===== src/design/three_key_debouncer_defines.svh =====
// assertion macros for the three-key debouncer
// no dependencies; included by the top level only
`ifndef THREE_KEY_DEBOUNCER_DEFINES_SVH
`define THREE_KEY_DEBOUNCER_DEFINES_SVH

// same-cycle implication, checked while out of reset
`define TKD_ASSERT_NOW(lbl, clk_s, rstn_s, ante, cons, msg) \
    lbl: assert property (@(posedge clk_s) disable iff (!rstn_s) (ante) |-> (cons)) \
        else $error(msg);

// next-cycle implication, checked while out of reset
`define TKD_ASSERT_NEXT(lbl, clk_s, rstn_s, ante, cons, msg) \
    lbl: assert property (@(posedge clk_s) disable iff (!rstn_s) (ante) |=> (cons)) \
        else $error(msg);

`endif


===== src/design/tkd_pkg.sv =====
// shared types and constants of the three-key debouncer
// no dependencies; imported by every module of the block
package tkd_pkg;

    localparam int NUM_KEYS = 3;
    localparam int KEY_DEC  = 0;
    localparam int KEY_INC  = 1;
    localparam int KEY_SET  = 2;

    // joystick windows, 10-bit axis
    localparam logic [9:0] JOY_DEC_PRESS_MAX = 10'd60;
    localparam logic [9:0] JOY_INC_PRESS_MIN = 10'd800;
    localparam logic [9:0] JOY_DEC_REL_LOW   = 10'd400;
    localparam logic [9:0] JOY_DEC_REL_HIGH  = 10'd600;
    localparam logic [9:0] JOY_INC_REL_HIGH  = 10'd700;
    localparam logic [9:0] JOY_INC_REL_LOW   = 10'd300;

    // configuration register indexes
    localparam logic [1:0] CFG_INPUT_MODE     = 2'd0;
    localparam logic [1:0] CFG_DEBOUNCE_COUNT = 2'd1;
    localparam logic [1:0] CFG_SAMPLE_PERIOD  = 2'd2;

    localparam logic       MODE_BUTTON   = 1'b0;
    localparam logic       MODE_JOYSTICK = 1'b1;

    localparam logic [3:0]  DEBOUNCE_COUNT_RST = 4'd4;
    localparam logic [15:0] SAMPLE_PERIOD_RST  = 16'd10;

    // what one sample says about one key
    typedef struct packed {
        logic pressed;
        logic released;
    } key_reading_t;

    // outcome of one tick for one key
    typedef struct packed {
        logic press_evt;
        logic release_evt;
        logic held;
    } key_result_t;

endpackage


===== src/design/tkd_key_sense.sv =====
// turns raw pin and joystick levels into pressed / released readings per key
// depends on tkd_pkg
module tkd_key_sense
    import tkd_pkg::*;
(
    input  logic                               input_mode,
    input  logic [9:0]                         joystick_level,
    input  logic [NUM_KEYS-1:0]                pin_levels,
    output key_reading_t [NUM_KEYS-1:0]        readings
);

    logic joy_mode;

    assign joy_mode = (input_mode == MODE_JOYSTICK);

    always_comb
    begin
        // set key is always an active-low pin
        readings[KEY_SET].pressed  = ~pin_levels[KEY_SET];
        readings[KEY_SET].released = pin_levels[KEY_SET];

        if (joy_mode)
        begin
            readings[KEY_DEC].pressed  = (joystick_level <= JOY_DEC_PRESS_MAX);
            readings[KEY_DEC].released = (joystick_level >= JOY_DEC_REL_LOW) &&
                                         (joystick_level <  JOY_DEC_REL_HIGH);
            readings[KEY_INC].pressed  = (joystick_level >= JOY_INC_PRESS_MIN);
            readings[KEY_INC].released = (joystick_level >  JOY_INC_REL_LOW) &&
                                         (joystick_level <= JOY_INC_REL_HIGH);
        end
        else
        begin
            readings[KEY_DEC].pressed  = ~pin_levels[KEY_DEC];
            readings[KEY_DEC].released = pin_levels[KEY_DEC];
            readings[KEY_INC].pressed  = ~pin_levels[KEY_INC];
            readings[KEY_INC].released = pin_levels[KEY_INC];
        end
    end

endmodule


===== src/design/tkd_key_unit.sv =====
// debounce state of one key: held flag and agreeing-sample counter
// depends on tkd_pkg
module tkd_key_unit
    import tkd_pkg::*;
(
    input  logic         clk,
    input  logic         rst_n,
    input  logic         step,
    input  key_reading_t reading,
    input  logic [3:0]   debounce_count,
    output key_result_t  result
);

    logic       held_reg;
    logic       held_next;
    logic [3:0] agree_count_reg;
    logic [3:0] agree_count_next;
    logic [3:0] count_inc;
    logic       agree;
    logic       flip;

    assign agree     = held_reg ? reading.released : reading.pressed;
    assign count_inc = agree_count_reg + 4'd1;
    // a count of zero acts like one: the first agreeing sample flips
    assign flip      = agree && (count_inc >= debounce_count);

    always_comb
    begin
        held_next        = held_reg;
        agree_count_next = agree_count_reg;
        if (step)
        begin
            if (!agree)
            begin
                agree_count_next = 4'd0;
            end
            else if (flip)
            begin
                agree_count_next = 4'd0;
                held_next        = ~held_reg;
            end
            else
            begin
                agree_count_next = count_inc;
            end
        end
    end

    always_ff @(posedge clk or negedge rst_n)
    begin
        if (!rst_n)
        begin
            held_reg        <= 1'b0;
            agree_count_reg <= 4'd0;
        end
        else
        begin
            held_reg        <= held_next;
            agree_count_reg <= agree_count_next;
        end
    end

    assign result.press_evt   = step && flip && !held_reg;
    assign result.release_evt = step && flip && held_reg;
    assign result.held        = held_next;

endmodule


===== src/design/three_key_debouncer.sv =====
// top level of the three-key debouncer: config registers, tick counter,
// input and result registers; depends on tkd_pkg, tkd_key_sense, tkd_key_unit
// and three_key_debouncer_defines.svh

// Three-key debouncer (decrement, increment, set). Each item is one
// millisecond tick with the raw key levels; each tick gives exactly one
// result item. A key sample is taken once the ticks since the last sample
// exceed sample_period; a key flips after debounce_count agreeing samples
// and reports a press or release event in that tick's result. In joystick
// mode decrement and increment come from the 10-bit axis with hysteresis
// windows, set stays an active-low pin.
// Throughput: one item per clock cycle unless out_ready stalls the result
// register. Items pass the input register, then the result register; the
// key state updates as an item moves from the input register to the result
// register. Configuration writes are always accepted (cfg_ready is tied
// high) and must only be issued while the block is idle.
`include "three_key_debouncer_defines.svh"

module three_key_debouncer
    import tkd_pkg::*;
(
    input  logic        clk,
    input  logic        rst_n,

    // configuration write channel
    input  logic        cfg_valid,
    output logic        cfg_ready,
    input  logic [1:0]  cfg_index,
    input  logic [15:0] cfg_data,

    // tick item in
    input  logic        in_valid,
    output logic        in_ready,
    input  logic [9:0]  joystick_level,
    input  logic        dec_pin_level,
    input  logic        inc_pin_level,
    input  logic        set_pin_level,

    // result item out
    output logic        out_valid,
    input  logic        out_ready,
    output logic        sampled,
    output logic [2:0]  press_events,
    output logic [2:0]  release_events,
    output logic [2:0]  held_keys
);

    // configuration registers
    logic        input_mode_reg;
    logic [3:0]  debounce_count_reg;
    logic [15:0] sample_period_reg;

    // input register
    logic                s1_valid_reg;
    logic [9:0]          s1_joy_reg;
    logic [NUM_KEYS-1:0] s1_pins_reg;

    // tick counter since the last sample
    logic [15:0] ticks_reg;
    logic [15:0] ticks_next;
    logic [16:0] elapsed;
    logic        take_sample;

    // result register
    logic                out_valid_reg;
    logic                sampled_reg;
    logic [NUM_KEYS-1:0] press_reg;
    logic [NUM_KEYS-1:0] release_reg;
    logic [NUM_KEYS-1:0] held_reg;

    logic         s1_fire;
    logic         key_step;
    key_reading_t [NUM_KEYS-1:0] readings;
    key_result_t  [NUM_KEYS-1:0] key_results;
    logic [NUM_KEYS-1:0] press_vec;
    logic [NUM_KEYS-1:0] release_vec;
    logic [NUM_KEYS-1:0] held_vec;

    // ------------------------------------------------------------------
    // configuration port
    // ------------------------------------------------------------------
    assign cfg_ready = 1'b1;

    always_ff @(posedge clk or negedge rst_n)
    begin
        if (!rst_n)
        begin
            input_mode_reg     <= MODE_BUTTON;
            debounce_count_reg <= DEBOUNCE_COUNT_RST;
            sample_period_reg  <= SAMPLE_PERIOD_RST;
        end
        else if (cfg_valid && cfg_ready)
        begin
            unique case (cfg_index)
                CFG_INPUT_MODE:     input_mode_reg     <= cfg_data[0];
                CFG_DEBOUNCE_COUNT: debounce_count_reg <= cfg_data[3:0];
                CFG_SAMPLE_PERIOD:  sample_period_reg  <= cfg_data;
                default:            ; // unused index, write dropped
            endcase
        end
    end

    // ------------------------------------------------------------------
    // handshake: the input register moves forward whenever the result
    // register is empty or being drained this cycle
    // ------------------------------------------------------------------
    assign s1_fire  = s1_valid_reg && (!out_valid_reg || out_ready);
    assign in_ready = !s1_valid_reg || s1_fire;

    always_ff @(posedge clk or negedge rst_n)
    begin
        if (!rst_n)
        begin
            s1_valid_reg <= 1'b0;
        end
        else if (in_ready)
        begin
            s1_valid_reg <= in_valid;
        end
    end

    // payload of the input register, no reset needed
    always_ff @(posedge clk)
    begin
        if (in_valid && in_ready)
        begin
            s1_joy_reg  <= joystick_level;
            s1_pins_reg <= {set_pin_level, inc_pin_level, dec_pin_level};
        end
    end

    // ------------------------------------------------------------------
    // sample timing: elapsed is one bit wider so a period of 65535
    // still samples once every 65536 ticks and the counter never wraps
    // ------------------------------------------------------------------
    assign elapsed     = {1'b0, ticks_reg} + 17'd1;
    assign take_sample = (elapsed > {1'b0, sample_period_reg});
    assign ticks_next  = take_sample ? 16'd0 : elapsed[15:0];
    assign key_step    = s1_fire && take_sample;

    always_ff @(posedge clk or negedge rst_n)
    begin
        if (!rst_n)
        begin
            ticks_reg <= 16'd0;
        end
        else if (s1_fire)
        begin
            ticks_reg <= ticks_next;
        end
    end

    // ------------------------------------------------------------------
    // per-key readings and debounce state
    // ------------------------------------------------------------------
    tkd_key_sense u_sense (
        .input_mode     (input_mode_reg),
        .joystick_level (s1_joy_reg),
        .pin_levels     (s1_pins_reg),
        .readings       (readings)
    );

    for (genvar k = 0; k < NUM_KEYS; k++)
    begin : g_key
        tkd_key_unit u_key (
            .clk            (clk),
            .rst_n          (rst_n),
            .step           (key_step),
            .reading        (readings[k]),
            .debounce_count (debounce_count_reg),
            .result         (key_results[k])
        );

        assign press_vec[k]   = key_results[k].press_evt;
        assign release_vec[k] = key_results[k].release_evt;
        assign held_vec[k]    = key_results[k].held;
    end

    // ------------------------------------------------------------------
    // result register
    // ------------------------------------------------------------------
    always_ff @(posedge clk or negedge rst_n)
    begin
        if (!rst_n)
        begin
            out_valid_reg <= 1'b0;
        end
        else if (s1_fire)
        begin
            out_valid_reg <= 1'b1;
        end
        else if (out_ready)
        begin
            out_valid_reg <= 1'b0;
        end
    end

    always_ff @(posedge clk)
    begin
        if (s1_fire)
        begin
            sampled_reg <= take_sample;
            press_reg   <= press_vec;
            release_reg <= release_vec;
            held_reg    <= held_vec;
        end
    end

    assign out_valid      = out_valid_reg;
    assign sampled        = sampled_reg;
    assign press_events   = press_reg;
    assign release_events = release_reg;
    assign held_keys      = held_reg;

    // ------------------------------------------------------------------
    // assertions
    // ------------------------------------------------------------------
    // events only come with a sample
    `TKD_ASSERT_NOW(a_events_need_sample, clk, rst_n, out_valid && !sampled,
        (press_events == 3'd0) && (release_events == 3'd0),
        "event reported on a tick without a sample")

    // a press leaves the key held, a release leaves it released
    `TKD_ASSERT_NOW(a_event_matches_held, clk, rst_n, out_valid,
        ((press_events & ~held_keys) == 3'd0) && ((release_events & held_keys) == 3'd0),
        "event disagrees with debounced held state")

    // a tick without a sample advances the counter by one
    `TKD_ASSERT_NEXT(a_tick_count, clk, rst_n, s1_fire && !take_sample,
        ticks_reg == ($past(ticks_reg) + 16'd1),
        "tick counter did not advance")

    // a sampled tick restarts the counter
    `TKD_ASSERT_NEXT(a_tick_restart, clk, rst_n, key_step,
        (ticks_reg == 16'd0) && out_valid && sampled,
        "sample did not restart the tick counter")

endmodule


===== config.mk =====
export PLATFORM = sky130hd
export DESIGN_NAME = three_key_debouncer
export DESIGN_NICKNAME = d
export VERILOG_FILES = /design/src/design/tkd_pkg.sv /design/src/design/tkd_key_sense.sv /design/src/design/tkd_key_unit.sv /design/src/design/three_key_debouncer.sv
export VERILOG_INCLUDE_DIRS = /design/src /design/src/design
export SDC_FILE = /design/constraint.sdc
export NUM_CORES = 1
export LEC_CHECK = 0
export BUFFER_PORTS_ARGS = -buffer_cell sky130_fd_sc_hd__buf_4
export CAP_MARGIN = 40
export CORE_MARGIN = 2
export CORE_UTILIZATION = 39
export CTS_CLUSTER_DIAMETER = 200
export DETAILED_ROUTE_END_ITERATION = 10
export PLACE_DENSITY = 0.62
export SETUP_SLACK_MARGIN = 0.05
export SYNTH_ARGS = -nofsm -noshare
export SYNTH_HDL_FRONTEND = slang
export SYNTH_SLANG_ARGS = --single-unit

===== constraint.sdc =====
create_clock -name clk -period 10.8 [get_ports clk]
set_input_delay 0.54 -clock clk [delete_from_list [all_inputs] [get_ports clk]]
set_output_delay 0.54 -clock clk [all_outputs]
set_load 0.01 [all_outputs]

**After elaboration in Yosys (flattened, before gate mapping)**

Index checks and enable logic that the tools add are counted.
W data, S select, Z words.

- Flip-flop bits (word level): 77
- Output and inout port bits: 13
- Bits of input ports: 36
- Logic and storage cells: 91

- Reductions and logical operators: 29
- Add/sub/neg operators: 4
- Magnitude comparators: 10
- Muxes and demuxes: 22
- Bitwise logic cells: 6
- Eq/ne operators: 2

Operators by type and width:

| cell | count |
|---|---|
| $mux W4 | 7 |
| $add A16 B1 Y17 const B | 1 |
| $gt A17 B16 Y1 | 1 |
| $logic_and A1 B1 Y1 | 17 |
| $mux W16 | 1 |
| $mux W1 | 14 |
| $add A4 B1 Y4 const B | 3 |
| $ge A4 B4 Y1 | 3 |
| $ge A10 B10 Y1 const B | 1 |
| $ge A10 B9 Y1 const B | 1 |
| $gt A10 B9 Y1 const B | 1 |
| $le A10 B10 Y1 const B | 1 |
| $le A10 B6 Y1 const B | 1 |
| $lt A10 B10 Y1 const B | 1 |
| $not A1 Y1 | 6 |
| $reduce_and A2 Y1 | 3 |
| $logic_not A1 Y1 | 5 |
| $eq A2 B1 Y1 const B | 1 |
| $eq A2 B2 Y1 const B | 1 |
| $logic_not A2 Y1 | 1 |
| $logic_or A1 B1 Y1 | 2 |
| $reduce_bool A2 Y1 | 1 |

**Logic depth before layout (Yosys ltp)**

Gate-level depths: netlist of the first run.

- Word-level depth: 8
- Gate-level depth with buffers: 15
- Mapped depth without buffers: 13

**Hierarchy**

Synthesis of the first run repeated with hierarchy kept, for this count alone.

- Cells, all modules: 400
- Area total of the unflattened synthesis: 4485.6 um^2

Modules (own cells, without submodules):

| module | times used | cells an instance | area an instance (um^2) |
|---|---|---|---|
| three_key_debouncer | 1 | 251 | 3031.7 |
| tkd_key_unit | 3 | 40 | 422.9 |
| tkd_key_sense | 1 | 29 | 185.2 |

**Least setup slack after synthesis of the first run**

Ideal clock, no wire load.

- Kind: reg2reg
- Start point: reg ticks_reg[0]
- End point: reg held_reg[1] (netlist: held_keys[1]) (data pin)
- Cell stages (with the launch flop): 14
- Path buffers: 1
- Slack: 7.351 ns
- Data arrival time: 3.186 ns
- Data required time: 10.538 ns
- Clock period less this slack: 3.449 ns
- Path through: dfrtp_1 -> ha_1 -> nand3_4 -> nor4_4 -> and3_1 -> xor2_1 -> ha_1 -> nand4_1 -> a2111o_1 -> and4b_4 -> or3_1 -> buf_6 -> nor3_2 -> a21oi_1

- Cells in the longest elaborated chain, start to end: 4

Ends and longest elaborated chain:

| element | line | RTL |
|---|---|---|
| from (decl) | three_key_debouncer.sv:59 | `logic [15:0] ticks_reg;` |
| from (signal assigned) | three_key_debouncer.sv:149 | `ticks_reg <= ticks_next;` |
| $add A16 B1 Y17 | three_key_debouncer.sv:136 | `assign elapsed = {1'b0, ticks_reg} + 17'd1;` |
| $gt A17 B16 Y1 | three_key_debouncer.sv:137 | `assign take_sample = (elapsed > {1'b0, sample_period_reg});` |
| $logic_and A1 B1 Y1 | three_key_debouncer.sv:139 | `assign key_step = s1_fire && take_sample;` |
| $mux W1 | tkd_key_unit.sv:31 | `if (step)` |
| net g_key[1].u_key.held_next | tkd_key_unit.sv:15 | `logic held_next;` |
| to (signal assigned) | three_key_debouncer.sv:205 | `held_reg <= held_vec;` |
| to (decl) | three_key_debouncer.sv:69 | `logic [NUM_KEYS-1:0] held_reg;` |

The timed path passes the listed nets, and every way through them passes these cells.
A chain may end at the register's enable or synchronous reset.

==> results of run 1 <==
==> through the flow <==
stage	hold WS (ns)	cells	worst slack, ns	total power (uW)
detailed placement	0.481	575	6.66	667
global route	0.283	591	6.26	944
finish	0.206	591	6.62	877
floorplan	0.244	398	7.35	587
global placement	0.471	574	6.76	653
CTS	0.253	591	6.63	887
==> synthesized netlist by cell type, types with 2 or more instances <==
| cell type | instances |
|---|---|
| nor2b_1 | 2 |
| buf_6 | 2 |
| nand3b_1 | 3 |
| dfrtp_1 | 51 |
| edfxtp_1 | 23 |
| o21bai_1 | 2 |
| nand2_1 | 54 |
| a21oi_1 | 13 |
| a2111oi_0 | 2 |
| clkbuf_1 | 4 |
| nor3_1 | 6 |
| nor4_1 | 2 |
| xnor2_1 | 10 |
| or3_1 | 4 |
| o21ai_0 | 22 |
| xor2_1 | 10 |
| nand4_1 | 4 |
| o21ai_1 | 4 |
| o22ai_1 | 3 |
| nor2_1 | 17 |
| a211oi_1 | 2 |
| dfstp_2 | 3 |
| or4_1 | 2 |
| mux2_2 | 20 |
| o2bb2ai_1 | 2 |
| and3_1 | 6 |
| nand3_1 | 16 |
| and2_1 | 3 |
| nand2b_1 | 11 |
| a21o_1 | 8 |
| inv_1 | 32 |
| nor3b_1 | 2 |
| ha_1 | 32 |
| nor3_2 | 2 |
==> layout make-up <==
type / count / area (um^2)
clock buffers: 12 / 145
clock inverters: 4 / 47.5
fillers: 1009 / 5510
inverters: 32 / 120
multi-input cells: 282 / 1970
flip-flops and latches: 77 / 2050
well taps: 136 / 170
repair buffers: 48 / 364
==> critical path, cell delays in order, from the launching register on <==
cell and delay (ns):
dfrtp_1 0.43, ha_1 0.30, nand3_4 0.16, nor4_4 0.40, and3_1 0.26, xor2_1 0.17, ha_1 0.26, nand4_1 0.12
nor2_1 0.06, a2111oi_0 0.53, and4b_4 0.35, or3_1 0.59, nor2_2 0.11, and3_1 0.20
==> kinds of logic (layout without fill, tap and decap cells) <==
group / after synthesis / after routing / synth area share [%]
simple gates: 141 / 141 / 17.6
fa+ha+maj: 32 / 32 / 9.58
xor+xnor: 20 / 20 / 4.19
mux: 21 / 21 / 5.63
compound gates: 67 / 67 / 10.0
flops: 77 / 77 / 49.0
buf+inv: 39 / 96 / 3.95
other cells: 1 / 1 / 0.0898
==> worst paths after layout <==
| path | from | endpoint | cells past startpoint |
|---|---|---|---|
| max reg2reg | ticks_reg[0] | release_events[2] | 13 |
| min in group clk | joystick_level[9] | s1_joy_reg[9] | 1 |
| min reg2reg | s1_valid_reg | out_valid | 1 |
| max in group asynchronous | rst_n | ticks_reg[2] | 1 |
| max | ticks_reg[0] | release_events[2] | 13 |
| min | rst_n | input_mode_reg | 1 |
==> where the power goes <==
part	internal, uW	switching (uW)	leakage (uW)
Combinational	119	138	0.00125
Sequential	356	46.1	0.000895
Clock	113	105	0.0000964
==> routing by layer <==
layer | track usage, % | vias to the layer above | share of wire, %
li1 | - | 1507 | -
met1 | 21.7 | 1397 | 50
met2 | 23.6 | 48 | 45
met3 | 3.45 | 12 | 3.1
met4 | 5.86 | 0 | 1.7
met5 | 0 | - | 0
==> flow_summary.toml, run 1 <==
[power_and_ir_drop]
max-vdd-ir-drop_mv = 0.0800
powerDensity_mw_per_mm2 = 180
p_leak_uw = 0.00224

[critical_path]
required_ns = 10.91
cp.arrival_ns = 4.30
crit_path_start_kind = "flop"
rrSetupSlack_ns = 6.62
path_max_fanout = 20
critPathCaptureType = "flop"
path_class = "flop to flop"

[route]
drt_iter0_markers = 100
ant_nets = 0
wl_per_cell_um = 14.0
drt_wl_total_mm = 8.26
viasPerCell = 5.02
vias = 2964
dr.pass1.iters = 4
drcViolationCount = 0

[timing]
post-route-min-period_ns = 4.18
setup-tns-final_ns = 0
relSlewSlack_pct = 42.3
grt_setup_unrepaired = "false"
fin_crit_sh_pct = 38.7
hold_viol_final = 0
fin_worst_skew_ns = 0.00966
tightest_slew_ns = 0.865
setup_violations = 0
final_max_slew_viol_count = 0
fmax_mhz = 239

[clocking]
post-cts-setup-buffers = 0
clkSinkCount = 77
cts_buffers = 9
clk_latency_ns = 0.35
cts-htree-levels = 3
ctsLongestPathBuffers = 2
cts_resized = 0
cts_tree = "yes"
postCtsHoldBufs = 0
cts-root-buf = "clkbuf_8"
clkTransAtPathRegs_ns = 0.08

[grt]
grt_pass1_vias = 2938
grtUsageTotal_pct = 15.5
grt-ovfl-total = 0
grt_pass1_wl_mm = 14.1
antenna_found_initial = 0
grt_max_degree = 55

[logic_synthesis]
syn_area_mm2 = 0.00418
ys_seq_area_share_pct = 49.0
synth_top_area_share_pct = 30.5
synth-async-reset-ratio_pct = 70.1
ys_ff_latch = 77
yosys_warnings = 0
synth_cell_types = 53
synthCells = 398
syn_nets = 466
synth_area_leaders = "dfrtp_1, edfxtp_1, ha_1"
ys.flop_type = "dfrtp_1"
synth_edf_count = 23
synth_area_per_cell_um2 = 10.5
yosysTopAreaCell = "dfrtp_1"

[placement]
place_area_mm2 = 0.00467
dp_hpwl_mm = 6.07
gp_congestion = 0.806
portBuffers = 47

[die]
num_rows = 37
initial_utilization_pct = 40.3
die_area_mm2 = 0.0116
io_pins = 49
coreArea_mm2 = 0.0104
die_w_um = 108
fp.dieH_um = 108

[layout]
area.growth.synth_to_final_pct = 16.3
utilization_pct = 46.9
drive_gt1_share_pct = 20.7
final_cell_mix = "nand2_1, dfrtp_1, buf_4"
layout.nets = 518
diodes = 0
postLayoutCellArea_mm2 = 0.00486
mostFrequentLayoutCell = "nand2_1"

[min_path]
hp-class = "input port to asynchronous set/reset pin"

[job]
maxCapViolations = 0

[run_status]
outcome = "finished, final reports clean"
Note: power is estimated with default switching activity, not from simulation.
==> inputs of run 2 (changes only) <==
PLACE_DENSITY = 0.64   (was 0.62)
clock period = 3.45 ns   (was 10.8 ns; I/O delays follow)
==> run 2 against run 1 <==
Against the previous run:
- first-iteration DRC count is 25% higher
- clock skew up 0.0076 ns
- setup slack lost 6.4 ns
- fmax is 28% higher
- clock-buffer cell count decreased by 3
- critical path depth is 1 higher
- via count up 7.3%
- sequential share of layout area fell by 3.7 points
- flip-flop and latch count unchanged
- die area stayed put
- final cell count is 7.1% higher
- global-route usage is 0.75 points higher
==> flow_summary.toml, run 2 (same netlist as run 1, synthesis figures left out) <==
[grt]
grtUsageTotal_pct = 16.3
grt_max_degree = 55
grt-ovfl-total = 0
antenna_found_initial = 0
grt_pass1_vias = 3276
grt_pass1_wl_mm = 15.0

[power_and_ir_drop]
max-vdd-ir-drop_mv = 0.242
p_leak_uw = 0.00247
switching_share_pct = 34.8
combPwrFrac_pct = 33.2
intPower_uw = 1870
pwr-share-seq_pct = 43.7
clkPwrFrac_pct = 23.1
powerDensity_mw_per_mm2 = 537
power.switching_uw = 997

[layout]
area.growth.synth_to_final_pct = 27.8
final_cell_mix = "buf_4, nand2_1, dfrtp_1"
postLayoutCellArea_mm2 = 0.00534
diodes = 0
fill_cells = 953
layout.nets = 560
drive_gt1_share_pct = 28.2
utilization_pct = 51.5
mostFrequentLayoutCell = "buf_4"

[die]
num_rows = 37
die_w_um = 108
initial_utilization_pct = 40.3
coreArea_mm2 = 0.0104
io_pins = 49
fp.dieH_um = 108
die_area_mm2 = 0.0116

[clocking]
clkTransAtPathRegs_ns = 0.10
ctsLongestPathBuffers = 2
cts_buffers = 9
cts_tree = "yes"
clk_latency_ns = 0.36
cts-htree-levels = 3
clkSinkCount = 77
cts-root-buf = "clkbuf_8"

[route]
drcViolationCount = 0
wl_per_cell_um = 13.8
viasPerCell = 5.02
drt_iter0_markers = 125
dr.pass1.iters = 4
vias = 3180
ant_nets = 0
drt_wl_total_mm = 8.73

[critical_path]
rrSetupSlack_ns = 0.17
path_class = "flop to flop"
crit_path_start_kind = "flop"
crit-reg2reg-launch = "ticks_reg[1]"
critPathCapture = "g_key[0].u_key.agree_count_reg[0]"
r2r_cells = 14
path_max_fanout = 7
r2r-end = "g_key[0].u_key.agree_count_reg[0]"
critPathCaptureType = "flop"
cp.arrival_ns = 3.58
worstSetupStartpoint = "ticks_reg[1]"
required_ns = 3.75

[timing]
fin_crit_sh_pct = 95.0
fin_worst_skew_ns = 0.0173
tightest_slew_ns = 0.714
hold_slack_ns = 0.0423
setup-tns-final_ns = 0
grt_setup_unrepaired = "true"
fmax_mhz = 305
finalWorstSetupSlack_ns = 0.171
relSlewSlack_pct = 52.4
setup_violations = 0
post-route-min-period_ns = 3.28
final_max_slew_viol_count = 0
hold_viol_final = 0

[placement]
gp_congestion = 0.916
dp_hpwl_mm = 6.29
place_area_mm2 = 0.00484
pre_cts_ws_ns = -0.0846
portBuffers = 47

[run_status]
outcome = "finished, final reports clean"

[job]
maxCapViolations = 0

[min_path]
hp-class = "input port to flop"
==> run 2: cell count changes in the layout (fill, tap and decap cells not counted), sizes merged, moves of 3 or more <==
cell and delta:
inv +6, buf +27, clkbuf -3, dlygate4sd3 +15
==> run 2: power by group through the flow <==
stage / Combinational [uW] / Clock (uW) / Sequential [uW]
2_1_floorplan: 589 / 0 / 1250
3_3_place_gp: 872 / 0 / 1250
3_5_place_dp: 899 / 0 / 1260
4_1_cts: 918 / 687 / 1250
5_1_grt: 1100 / 728 / 1280
6_report: 952 / 663 / 1250
==> run 2: area by class of cell <==
cell class | instances | area (um^2) | share of cell area, %
clock buffers | 9 | 124 | 2.32
clock inverters | 7 | 62.6 | 1.17
inverters | 32 | 120 | 2.25
multi-input cells | 282 | 2070 | 38.7
flip-flops and latches | 77 | 2050 | 38.4
well taps | 136 | 170 | 3.19
repair buffers | 90 | 747 | 14.0
==> run 2: worst max-delay path, cell delays in order (launching register included) <==
cell and delay, ns:
dfrtp_2 0.41, ha_4 0.17, nand3_4 0.09, buf_6 0.14, nor2_1 0.09, nand2_1 0.09
xnor2_2 0.15, ha_1 0.33, nand4_1 0.14, a2111o_1 0.43, and4b_4 0.22, or3_4 0.43
buf_12 0.15, or2_4 0.25, o21ai_2 0.13
==> run 2: repair_timing <==
action / in CTS / in global routing
pin swaps: 2 / 11
endpoints found under the hold margin: 65 / 0
resized for setup: 5 / 20
buffers inserted: 1 / 6
setup endpoints to repair: 6 / 34
hold buffers: 15 / 0
==> run 2: stage by stage <==
| step | instances | total power (uW) |
|---|---|---|
| 6_report | 633 | 2870 |
| 3_3_place_gp | 594 | 2120 |
| 5_1_grt | 633 | 3100 |
| 2_1_floorplan | 398 | 1840 |
| 3_5_place_dp | 595 | 2160 |
| 4_1_cts | 627 | 2850 |
==> run 2: how the worst min path moves through the flow <==
stage                  from                     to  cells after the start
2_1_floorplan         rst_n  debounce_count_reg[0]                      0
5_1_grt        cfg_data[11]  sample_period_reg[11]                      2
3_5_place_dp          rst_n         input_mode_reg                      1
3_3_place_gp          rst_n         input_mode_reg                      1
6_report       cfg_data[14]  sample_period_reg[14]                      2
4_1_cts        cfg_data[14]  sample_period_reg[14]                      2
==> run 2: metal layers <==
metal | share of wire [%] | global-route usage, %
met5 | 0 | 0
met1 | 47 | 21.7
met4 | 1.9 | 5.59
met2 | 48 | 26.7
met3 | 3.7 | 3.03
==> inputs of run 3 (changes only) <==
RECOVER_POWER = 25   (was default)
==> run 3 against run 2 <==
Against the previous run:
- die area did not move
- clock-buffer cell count is the same
- sequential power about the same
- flip-flop and latch count did not move
- via count shrank 0.16%
- final area fell by 0.33%
- clock skew shrank 0.0026 ns
- final cell count stayed put
- hold slack improved by 0.00050 ns
- critical path depth unchanged
- first-iteration DRC count is 22% lower
- largest cell class unchanged
- largest power group unchanged
- highest routed layer unchanged
==> flow_summary.toml, run 3 (same netlist as run 1, synthesis figures left out) <==
[clocking]
cts_buffers = 9
cts-root-buf = "clkbuf_8"
clk_latency_ns = 0.36
clkSinkCount = 77
clkTransAtPathRegs_ns = 0.10
cts-htree-levels = 3
ctsLongestPathBuffers = 2
cts_tree = "yes"

[die]
die_area_mm2 = 0.0116
coreArea_mm2 = 0.0104
initial_utilization_pct = 40.3
fp.dieH_um = 108
num_rows = 37
die_w_um = 108
io_pins = 49

[power_and_ir_drop]
max-vdd-ir-drop_mv = 0.242
powerDensity_mw_per_mm2 = 538
p_leak_uw = 0.00246

[layout]
drive_gt1_share_pct = 27.4
layout.nets = 560
diodes = 0
final_cell_mix = "buf_4, nand2_1, dfrtp_1"
fill_cells = 955
mostFrequentLayoutCell = "buf_4"
area.growth.synth_to_final_pct = 27.4
postLayoutCellArea_mm2 = 0.00532

[job]
maxCapViolations = 0

[critical_path]
critPathCaptureType = "flop"
r2r-end = "g_key[0].u_key.agree_count_reg[0]"
critPathCapture = "g_key[0].u_key.agree_count_reg[0]"
path_cells = "ha_4 > nand3_4 > buf_6 > nor2_1 > nand2_1 > xnor2_2 > ha_1 > nand4_1 > a2111o_1 > and4b_4 > or3_4 > buf_12 > or2_4 > o21ai_2"
max_stage_delay_ns = 0.43
worstSetupStartpoint = "ticks_reg[1]"
r2r_cells = 14
cp.arrival_ns = 3.58
rrSetupSlack_ns = 0.16
required_ns = 3.74
path_class = "flop to flop"
crit_path_start_kind = "flop"
path_max_fanout = 7
crit-reg2reg-launch = "ticks_reg[1]"
cpMaxStageDelayCell = "a2111o_1"

[min_path]
hp-class = "input port to flop"
hold_path_depth = 2

[grt]
grt_pass1_vias = 3276
antenna_found_initial = 0
grtUsageTotal_pct = 16.3
grt_max_degree = 55
grt_pass1_wl_mm = 15.0
grt-ovfl-total = 0

[route]
m1WireLength_mm = 4.11
viasPerCell = 5.02
wl_per_cell_um = 13.7
wl_met3_um = 267
route.met2.wl_mm = 4.16
drcViolationCount = 0
vias = 3175
dr.pass1.iters = 4
ant_nets = 0
drt_iter0_markers = 98
top_layer_used = "met4"
drt_wl_total_mm = 8.70

[placement]
place_area_mm2 = 0.00484
pre_cts_ws_ns = -0.0846
portBuffers = 47
dp_hpwl_mm = 6.29
gp_congestion = 0.916

[timing]
final_max_slew_viol_count = 0
hold_viol_final = 0
relSlewSlack_pct = 7.86
finalWorstSetupSlack_ns = 0.163
tightest_slew_ns = 1.38
fmax_mhz = 304
post-route-min-period_ns = 3.29
grt_setup_unrepaired = "true"
hold_slack_ns = 0.0428
setup_violations = 0
fin_crit_sh_pct = 95.3
fin_worst_skew_ns = 0.0147

[run_status]
outcome = "finished, final reports clean"
## run 3: changes by cell type in the layout (fill, tap and decap cells not counted)
cell | previous run | this run
buf_4 | 70 | 55
clkbuf_4 | 0 | 13
clkbuf_1 | 0 | 2
dfstp_1 | 0 | 2
dfstp_2 | 3 | 1
buf_8 | 1 | 0
clkbuf_2 | 0 | 1
## run 3: report_power, final
part	total, uW	switching (uW)	leakage [uW]	internal, uW
combinational	950	478	0.00147	472
sequential	1250	137	0.000892	1110
clock	661	380	0.0000988	280
total	2860	995	0.00246	1870
## run 3: worst min path at each step
stage / startpoint / end / slack [ns]
finish: cfg_data[14] / sample_period_reg[14] / 0.04
global route: cfg_data[11] / sample_period_reg[11] / 0.03
CTS: cfg_data[14] / sample_period_reg[14] / 0.02
detailed placement: rst_n / input_mode_reg / 0.28
global placement: rst_n / input_mode_reg / 0.27
floorplan: rst_n / debounce_count_reg[0] / -0.12
## run 3: metrics by stage
stage	util [%]	std cells	setup TNS, ns	power (uW)
finish	51.3	633	0	2860
global route	51.3	633	-0.0485	3100
CTS	50.3	627	0	2850
detailed placement	46.6	595	-0.165	2160
global placement	46.5	594	0	2120
floorplan	-	398	0	1840
## run 3: timing repair
| item | CTS | global route |
|---|---|---|
| setup buffers | 1 | 6 |
| pin swaps | 2 | 11 |
| endpoints found under the setup margin | 6 | 34 |
| hold buffers | 15 | 0 |
| resized for setup | 5 | 20 |
| hold endpoints to repair | 65 | 0 |
## run 3: final cells by class
class	instances	area [um^2]	area share, %
clock buffers	9	124	2.33
clock inverters	7	62.6	1.18
repair buffers	90	729	13.7
flip-flops and latches	77	2050	38.5
inverters	32	120	2.26
multi-input cells	282	2070	38.8
well taps	136	170	3.20
## run 3: critical path: cells and delay by family (launching register included)
family                     cells  cell delay (ns)
adders and majority gates      2             0.50
and+or+nand+nor                7             1.31
AOI/OAI and AO/OA              2             0.56
DFF                            1             0.41
xor gates and xnor gates       1             0.15
buffers and inverters          2             0.29
## run 3: layer usage
metal,vias up,GRT usage (%)
met2,49,26.7
met1,1515,21.7
met3,14,3.03
met5,-,0
met4,0,5.59
li1,1597,-
